$ cat config.mk
export PLATFORM = sky130hd
export DESIGN_NAME = nvme_mi_health_response_checker_unit
export DESIGN_NICKNAME = d
export VERILOG_FILES = /design/src/rtl/nmhc_pkg.sv /design/src/rtl/nvme_mi_health_response_checker_unit.sv /design/src/rtl/nmhc_cfg_regs.sv /design/src/rtl/nmhc_msg_track.sv
export SDC_FILE = /design/constraint.sdc
export NUM_CORES = 1
export LEC_CHECK = 0
export ABC_AREA = 1
export CELL_PAD_IN_SITES_DETAIL_PLACEMENT = 0
export CELL_PAD_IN_SITES_GLOBAL_PLACEMENT = 1
export CORE_UTILIZATION = 45
export CTS_CLUSTER_DIAMETER = 40
export DETAILED_ROUTE_END_ITERATION = 16
export DONT_BUFFER_PORTS = 1
export GPL_ROUTABILITY_DRIVEN = 0
export PLACE_DENSITY = 0.88
export SLEW_MARGIN = 20
export SYNTH_ARGS = -nofsm -noshare
export SYNTH_HDL_FRONTEND = slang
export SYNTH_SLANG_ARGS = --single-unit
$ cat constraint.sdc
create_clock -name clk -period 7.51 [get_ports clk]
set_input_delay 1.502 -clock clk [delete_from_list [all_inputs] [get_ports clk]]
set_output_delay 1.502 -clock clk [all_outputs]
set_load 0.005 [all_outputs]
$ cat src/rtl/nmhc_pkg.sv
// shared types, constants and the crc-32c byte update for the health response checker
package nmhc_pkg;

  // message layout
  localparam int unsigned HEADER_BYTES    = 8;
  localparam int unsigned TYPE_MASK_BITS  = 7;
  localparam int unsigned FLAG_TYPE_SHIFT = 3;
  localparam int unsigned FLAG_TYPE_BITS  = 4;
  localparam int unsigned TRAILER_BYTES   = 4;
  localparam int unsigned MIN_LENGTH      = HEADER_BYTES + TRAILER_BYTES;
  localparam int unsigned STATUS_POS      = 4;
  localparam int unsigned FLAGS_POS       = 1;
  localparam int unsigned TEMP_POS        = HEADER_BYTES + 5;

  localparam logic [7:0] TYPE_MASK = 8'((1 << TYPE_MASK_BITS) - 1);
  localparam logic [7:0] FLAG_MASK = 8'((1 << FLAG_TYPE_BITS) - 1);

  localparam logic [7:0] TEMP_NO_DATA   = 8'h80;
  localparam logic [7:0] TEMP_SENSOR_ERR = 8'h81;

  localparam logic [31:0] CRC_POLY = 32'h82F6_3B78;
  localparam logic [31:0] CRC_INIT = 32'hFFFF_FFFF;

  // configuration register indexes
  localparam int unsigned CFG_INDEX_W = 3;
  localparam logic [CFG_INDEX_W-1:0] CFG_EXPECTED_TYPE   = 3'd0;
  localparam logic [CFG_INDEX_W-1:0] CFG_SUCCESS_STATUS  = 3'd1;
  localparam logic [CFG_INDEX_W-1:0] CFG_PENDING_STATUS  = 3'd2;
  localparam logic [CFG_INDEX_W-1:0] CFG_MI_COMMAND_KIND = 3'd3;
  localparam logic [CFG_INDEX_W-1:0] CFG_MIN_POLL_LENGTH = 3'd4;

  typedef enum logic [3:0] {
    OUT_VALID      = 4'd0,
    OUT_UNAVAIL    = 4'd1,
    OUT_BAD_TYPE   = 4'd2,
    OUT_SHORT      = 4'd3,
    OUT_CRC        = 4'd4,
    OUT_PENDING    = 4'd5,
    OUT_FAILED     = 4'd6,
    OUT_NOT_MI     = 4'd7,
    OUT_POLL_SHORT = 4'd8
  } outcome_t;

  typedef struct packed {
    logic [6:0] expected_type;
    logic [7:0] success_status;
    logic [7:0] pending_status;
    logic [3:0] mi_command_kind;
    logic [7:0] min_poll_length;
  } cfg_t;

  typedef struct packed {
    logic       step;
    logic [7:0] data_byte;
    logic       last;
  } beat_t;

  typedef struct packed {
    outcome_t           outcome;
    logic signed [7:0]  temperature;
  } result_t;

  // reflected crc-32c, one byte
  function automatic logic [31:0] crc_byte(input logic [31:0] crc, input logic [7:0] b);
    logic [31:0] c;
    c = crc ^ {24'd0, b};
    for (int k = 0; k < 8; k++) begin
      c = c[0] ? ((c >> 1) ^ CRC_POLY) : (c >> 1);
    end
    return c;
  endfunction

endpackage

$ cat src/rtl/nvme_mi_health_response_checker_unit.sv
// top level of the management health response checker with crc-32c trailer check
//
// usage:
//   s_axis carries the response one byte per beat, tlast on the final byte.
//   m_axis gives one result beat per message, on its last byte only:
//   outcome in tdata[3:0], signed temperature in tdata[11:4] (zero unless
//   the outcome is valid).
//   cfg_we/cfg_index/cfg_data write the five registers; write only while idle.
// throughput and pipeline:
//   one byte per cycle sustained while results are taken. a byte is held in
//   the input register, then the crc update, header capture and verdict run
//   in one pass into the result register, where the result of a last byte
//   shows. the single-byte crc step sets the cycle time.
// reset:
//   rst (synchronous) restores the register defaults, empties both stages and
//   clears the message state.
// stall:
//   while m_axis_tready is low with a result waiting, an empty input register
//   still takes one more beat, then s_axis_tready drops until the result is taken.
module nvme_mi_health_response_checker_unit #(
  parameter int unsigned COUNT_MAX = 4096
) (
  input  logic                              clk,
  input  logic                              rst,
  input  logic                              s_axis_tvalid,
  output logic                              s_axis_tready,
  input  logic [7:0]                        s_axis_tdata,   // [7:0] data_byte
  input  logic                              s_axis_tlast,
  output logic                              m_axis_tvalid,
  input  logic                              m_axis_tready,
  output logic [15:0]                       m_axis_tdata,   // [3:0] outcome, [11:4] temperature
  input  logic                              cfg_we,
  input  logic [nmhc_pkg::CFG_INDEX_W-1:0]  cfg_index,
  input  logic [7:0]                        cfg_data
);
  import nmhc_pkg::*;

  cfg_t       cfg;
  beat_t      beat;
  result_t    result;
  logic       in_valid;
  logic [7:0] in_byte;
  logic       in_last;
  logic       advance;
  result_t    out_result;

  assign advance       = !m_axis_tvalid || m_axis_tready;
  assign s_axis_tready = !in_valid || advance;

  assign beat.step      = in_valid && advance;
  assign beat.data_byte = in_byte;
  assign beat.last      = in_last;

  nmhc_cfg_regs u_cfg (
    .clk       (clk),
    .rst       (rst),
    .cfg_we    (cfg_we),
    .cfg_index (cfg_index),
    .cfg_data  (cfg_data),
    .cfg       (cfg)
  );

  nmhc_msg_track #(.COUNT_MAX(COUNT_MAX)) u_track (
    .clk    (clk),
    .rst    (rst),
    .cfg    (cfg),
    .beat   (beat),
    .result (result)
  );

  // input register
  always_ff @(posedge clk) begin
    if (rst) begin
      in_valid <= 1'b0;
    end else if (s_axis_tready) begin
      in_valid <= s_axis_tvalid;
    end
    if (s_axis_tvalid && s_axis_tready) begin
      in_byte <= s_axis_tdata;
      in_last <= s_axis_tlast;
    end
  end

  // result register
  always_ff @(posedge clk) begin
    if (rst) begin
      m_axis_tvalid <= 1'b0;
    end else if (advance) begin
      m_axis_tvalid <= in_valid && in_last;
    end
    if (beat.step && in_last) begin
      out_result <= result;
    end
  end

  assign m_axis_tdata = {4'd0, out_result.temperature, out_result.outcome};

  a_result_from_last: assert property (@(posedge clk) disable iff (rst)
    $rose(m_axis_tvalid) |-> $past(in_valid && in_last))
    else $error("result appeared without a last byte");

  a_temp_only_valid: assert property (@(posedge clk) disable iff (rst)
    (m_axis_tvalid && out_result.temperature != 8'sd0) |-> out_result.outcome == OUT_VALID)
    else $error("temperature reported with a non-valid outcome");

  a_stall_needs_data: assert property (@(posedge clk) disable iff (rst)
    !s_axis_tready |-> (in_valid && m_axis_tvalid && !m_axis_tready))
    else $error("input stalled with room in the pipeline");

  a_outcome_range: assert property (@(posedge clk) disable iff (rst)
    m_axis_tvalid |-> (out_result.outcome <= OUT_POLL_SHORT))
    else $error("outcome code out of range");

endmodule

$ cat src/rtl/nmhc_cfg_regs.sv
// configuration register file for the health response checker
module nmhc_cfg_regs (
  input  logic                               clk,
  input  logic                               rst,
  input  logic                               cfg_we,
  input  logic [nmhc_pkg::CFG_INDEX_W-1:0]   cfg_index,
  input  logic [7:0]                         cfg_data,
  output nmhc_pkg::cfg_t                     cfg
);
  import nmhc_pkg::*;

  always_ff @(posedge clk) begin
    if (rst) begin
      cfg.expected_type   <= 7'd4;
      cfg.success_status  <= 8'd0;
      cfg.pending_status  <= 8'd4;
      cfg.mi_command_kind <= 4'd1;
      cfg.min_poll_length <= 8'd8;
    end else if (cfg_we) begin
      unique case (cfg_index)
        CFG_EXPECTED_TYPE:   cfg.expected_type   <= cfg_data[6:0];
        CFG_SUCCESS_STATUS:  cfg.success_status  <= cfg_data;
        CFG_PENDING_STATUS:  cfg.pending_status  <= cfg_data;
        CFG_MI_COMMAND_KIND: cfg.mi_command_kind <= cfg_data[3:0];
        CFG_MIN_POLL_LENGTH: cfg.min_poll_length <= cfg_data;
        default: ;
      endcase
    end
  end

endmodule

$ cat src/rtl/nmhc_msg_track.sv
// per-message state: trailer delay, running crc, byte count, header capture and verdict
module nmhc_msg_track #(
  parameter int unsigned COUNT_MAX = 4096
) (
  input  logic              clk,
  input  logic              rst,
  input  nmhc_pkg::cfg_t    cfg,
  input  nmhc_pkg::beat_t   beat,
  output nmhc_pkg::result_t result
);
  import nmhc_pkg::*;

  localparam int unsigned CNT_W = $clog2(COUNT_MAX + 1);

  logic [31:0]      trailer_delay, trailer_delay_next;
  logic [31:0]      crc_acc, crc_acc_next;
  logic [CNT_W-1:0] byte_count, byte_count_next;
  logic [7:0]       type_byte, type_byte_next;
  logic [7:0]       flags_byte, flags_byte_next;
  logic [7:0]       status_byte, status_byte_next;
  logic [7:0]       temp_byte, temp_byte_next;
  logic [31:0]      pos, len;

  always_comb begin
    pos = {{(32-CNT_W){1'b0}}, byte_count};

    // oldest byte of the delay joins the crc once four bytes are held
    crc_acc_next       = (pos >= TRAILER_BYTES) ? crc_byte(crc_acc, trailer_delay[7:0]) : crc_acc;
    trailer_delay_next = {beat.data_byte, trailer_delay[31:8]};

    type_byte_next   = (pos == 32'd0)       ? beat.data_byte : type_byte;
    flags_byte_next  = (pos == FLAGS_POS)   ? beat.data_byte : flags_byte;
    status_byte_next = (pos == STATUS_POS)  ? beat.data_byte : status_byte;
    temp_byte_next   = (pos == TEMP_POS)    ? beat.data_byte : temp_byte;

    byte_count_next = (byte_count < CNT_W'(COUNT_MAX)) ? byte_count + 1'b1 : byte_count;
    len = {{(32-CNT_W){1'b0}}, byte_count_next};

    result.temperature = 8'sd0;
    priority if ((type_byte_next & TYPE_MASK) != {1'b0, cfg.expected_type}) begin
      result.outcome = OUT_BAD_TYPE;
    end else if (len < MIN_LENGTH) begin
      result.outcome = OUT_SHORT;
    end else if (trailer_delay_next != ~crc_acc_next) begin
      result.outcome = OUT_CRC;
    end else if (status_byte_next == cfg.pending_status) begin
      result.outcome = OUT_PENDING;
    end else if (status_byte_next != cfg.success_status) begin
      result.outcome = OUT_FAILED;
    end else if (((flags_byte_next >> FLAG_TYPE_SHIFT) & FLAG_MASK) !=
                 {4'd0, cfg.mi_command_kind}) begin
      result.outcome = OUT_NOT_MI;
    end else if (len < MIN_LENGTH + {24'd0, cfg.min_poll_length}) begin
      result.outcome = OUT_POLL_SHORT;
    end else if (temp_byte_next == TEMP_NO_DATA || temp_byte_next == TEMP_SENSOR_ERR) begin
      result.outcome = OUT_UNAVAIL;
    end else begin
      result.outcome     = OUT_VALID;
      result.temperature = temp_byte_next;
    end
  end

  always_ff @(posedge clk) begin
    if (rst || (beat.step && beat.last)) begin
      trailer_delay <= 32'd0;
      crc_acc       <= CRC_INIT;
      byte_count    <= '0;
      type_byte     <= 8'd0;
      flags_byte    <= 8'd0;
      status_byte   <= 8'd0;
      temp_byte     <= 8'd0;
    end else if (beat.step) begin
      trailer_delay <= trailer_delay_next;
      crc_acc       <= crc_acc_next;
      byte_count    <= byte_count_next;
      type_byte     <= type_byte_next;
      flags_byte    <= flags_byte_next;
      status_byte   <= status_byte_next;
      temp_byte     <= temp_byte_next;
    end
  end

endmodule
==> out/metrics.yaml <==
synth:
  yosysWarningCount: 0
  synth-edff-count: 21
  ys_async_sr_fraction: 0
  syn_area_per_cell_um2: 6.477
  postSynthCellCount: 1479
  ys_top_cells_by_count: "nand2_1, inv_1, nor2_1"
  synth_top_area_share: 0.2947
  yosys.cell_types.count: 38
  synth_top_cells_by_area: "dfxtp_1, nand2_1, edfxtp_1"
  ys_ff_latch: 162
  ys_seq_area_frac: 0.3605
  synth_top_area_cell: "dfxtp_1"
  synth-main-ff-cell: "dfxtp_1"
  syn-cell-area_um2: 9579
  synth.most_common_cell: "nand2_1"
status:
  outcome: "finished clean"
sta:
  final_hold_vios: 0
  finalCritPeriodShare: 0.5469
  final_critical_path_setup_slack_ns: 3.403
  rsz0062_at_grt: "false"
  setup_violations: 0
  final.setup.tns_ns: 0
  tightest_slew_ns: 1.044
  timing.final.crit_period_ns: 4.107
  max_clock_freq_mhz: 243.5
  clock_skew_ns: 0.01734
  slew-limit-headroom: 0.2973
  finalMaxSlewViolations: 0
power_and_ir_drop:
  total_power_mw: 2.528
  power.static_leakage_nw: 5.005
  irDropWorstVdd_uv: 151.9
  cellPowerDensity_nw_per_um2: 244.2
floorplanning:
  number_of_top_level_pins: 43
  fp-row-count: 53
  initial_core_utilization: 0.4571
  floorplan.core_area_um2: 20960
  die_height_um: 147.9
  floorplan.die_area_um2: 21870
  dieWidth_um: 147.9
setup_path:
  critical-path-max-stage-delay_ns: 0.67
  rrSetupSlack_ns: 3.40
  setup.worst_path.end_class: "flop"
  cpMaxStageDelayCell: "inv_2"
  cp_max_fo: 46
  worst_reg2reg_endpoint: "m_axis_tdata[9]"
  critical_path.cell_chain: "nor3_2, nand2_2, inv_2, nand2_2, o21ai_0, xor2_1, nor4_2, nand3_1, nor2_1, nand4_4, nor2_1"
  worstRegToRegCells: 11
  r2r_start: "u_track.byte_count[2]"
  start_point_of_the_critical_path: "u_track.byte_count[2]"
  worst-setup-path-type: "flop to flop"
  worstPathArrival_ns: 4.40
  setup.worst_path.start_class: "flop"
  crit_required_ns: 7.80
clocking:
  cts.repair.resized: 0
  tritoncts: "yes"
  post-cts-setup-buffer-count: 0
  cts.root.buffer_cell: "clkbuf_16"
  cts_hold_buf: 0
  cts.htree.levels: 4
  cts-root-to-sink-buffers: 2
  clk_transition_reported_paths_ns: 0.07
  numClockSinks: 162
  cts-buffers-inserted: 17
  clock_insertion_delay_worst_skew_ns: 0.45
grt:
  global_route.usage.total: 0.2460
  grt_max_degree: 89
  via_count_of_the_first_global_routing_pass: 8121
  wire_length_of_the_first_global_routing_pass_um: 41880
  grt.overflow.total: 0
  antenna_found_initial: 3
min_path:
  whs_endpoint: "u_cfg.cfg[0]"
  hold_path.class: "flop to flop"
  hold-path-cell-count: 2
  worstHoldStart: "u_cfg.cfg[0]"
routing:
  post_drt_wl_per_cell_um: 14.97
  antenna_left: 0
  initialDrtViolationCount: 588
  drc: 0
  vias_per_cell: 5.158
  dr_vias: 9000
  drt_pre_antenna_iters: 5
  drt-total-wl_um: 26130
job:
  timing.max_cap.violations: 0
final_layout:
  layout-area-overhead-vs-synth_pct: 8.085
  final_layout_size_suffix_gt1_frac: 0.05862
  final_util: 0.4941
  design.final.nets: 1491
placement:
  dp_hpwl_um: 18510
  port_buffers: 0
  dp_worst_setup_slack_ns: 3.103
-- critical path, delay by kind of cell (launching register included) --
| kind | cells | cell delay [ns] |
|---|---|---|
| AOI/OAI and AO/OA | 1 | 0.32 |
| xor gates and xnor gates | 1 | 0.14 |
| buffers and inverters | 1 | 0.67 |
| DFF | 1 | 0.40 |
| and+or+nand+nor | 8 | 2.42 |
-- report_power, final --
part | switching (mW) | internal [mW] | leakage (nW) | total (mW)
combinational | 0.474 | 0.209 | 3.36 | 0.683
sequential | 0.0371 | 0.920 | 1.35 | 0.957
clock | 0.424 | 0.465 | 0.297 | 0.889
total | 0.934 | 1.59 | 5.00 | 2.53
-- routing by layer --
metal  GRT usage  part of all wire
met1      0.2973              0.44
met2      0.4347              0.48
met3     0.04012             0.044
met4     0.09588             0.027
met5           0           0.00042
-- how the worst max path moves through the flow --
stage               depth (start not counted)                       end  slack, ns
detailed placement                          9     u_track.flags_byte[6]       3.10
finish                                     11           m_axis_tdata[9]       3.40
CTS                                        13           m_axis_tdata[9]       3.42
global route                               13           m_axis_tdata[8]       3.03
floorplan                                   7  u_track.trailer_delay[0]       4.13
global placement                            9    u_track.status_byte[5]       3.19
-- state kept, by name, indices dropped and copies added, names as in the netlist --
| name | cells |
|---|---|
| m_axis_tdata | 12 |
| u_track.type_byte | 7 |
| u_track.temp_byte | 8 |
| u_track.status_byte | 8 |
| in_valid | 1 |
| u_track.byte_count | 13 |
| u_track.crc_acc | 32 |
| in_byte | 8 |
| in_last | 1 |
| u_cfg.cfg | 35 |
| m_axis_tvalid | 1 |
| u_track.trailer_delay | 32 |
| u_track.flags_byte | 4 |
-- cell type report --
cell class,count,area (um^2)
inverters,162,608.1
repair buffers,5,37.54
diodes,3,7.507
flip-flops and latches,162,3453
clock inverters,14,155.1
multi-input cells,1106,5298
clock buffers,18,450.4
well taps,275,344.1
fillers,2198,10600
-- cell usage in the layout (no fill, tap or decap), drive strengths merged --
cell,n
o31a,1
a21oi,91
nand3b,9
clkbuf,18
buf,5
nand2,498
nor4,7
nand3,106
o21ai,122
or2,7
nand4,14
diode,3
clkinv,6
conb,4
xor2,49
inv,170
nor2,153
dfxtp,141
a211o,1
nor3,4
and3,1
xnor2,13
o211ai,14
ha,12
edfxtp,21
-- per-stage QoR --
stage	hold slack, ns	instances	instance area (um^2)
global placement	0.4369	1710	9737
floorplan	0.4241	1482	9590
finish	0.4497	1745	10350
CTS	0.4523	1742	10340
detailed placement	0.4428	1710	9737
global route	0.4747	1743	10350
-- logic make-up after synthesis --
family,count (synthesis),synth area share
and+or+nand+nor,799,0.3538
AOI/OAI and AO/OA,229,0.1241
buffers and inverters,214,0.08882
DFF,162,0.3605
xor gates and xnor gates,62,0.05669
adders and majority gates,12,0.01567
other,1,0.0003915
No activity file was read; power rests on OpenSTA's default activity.
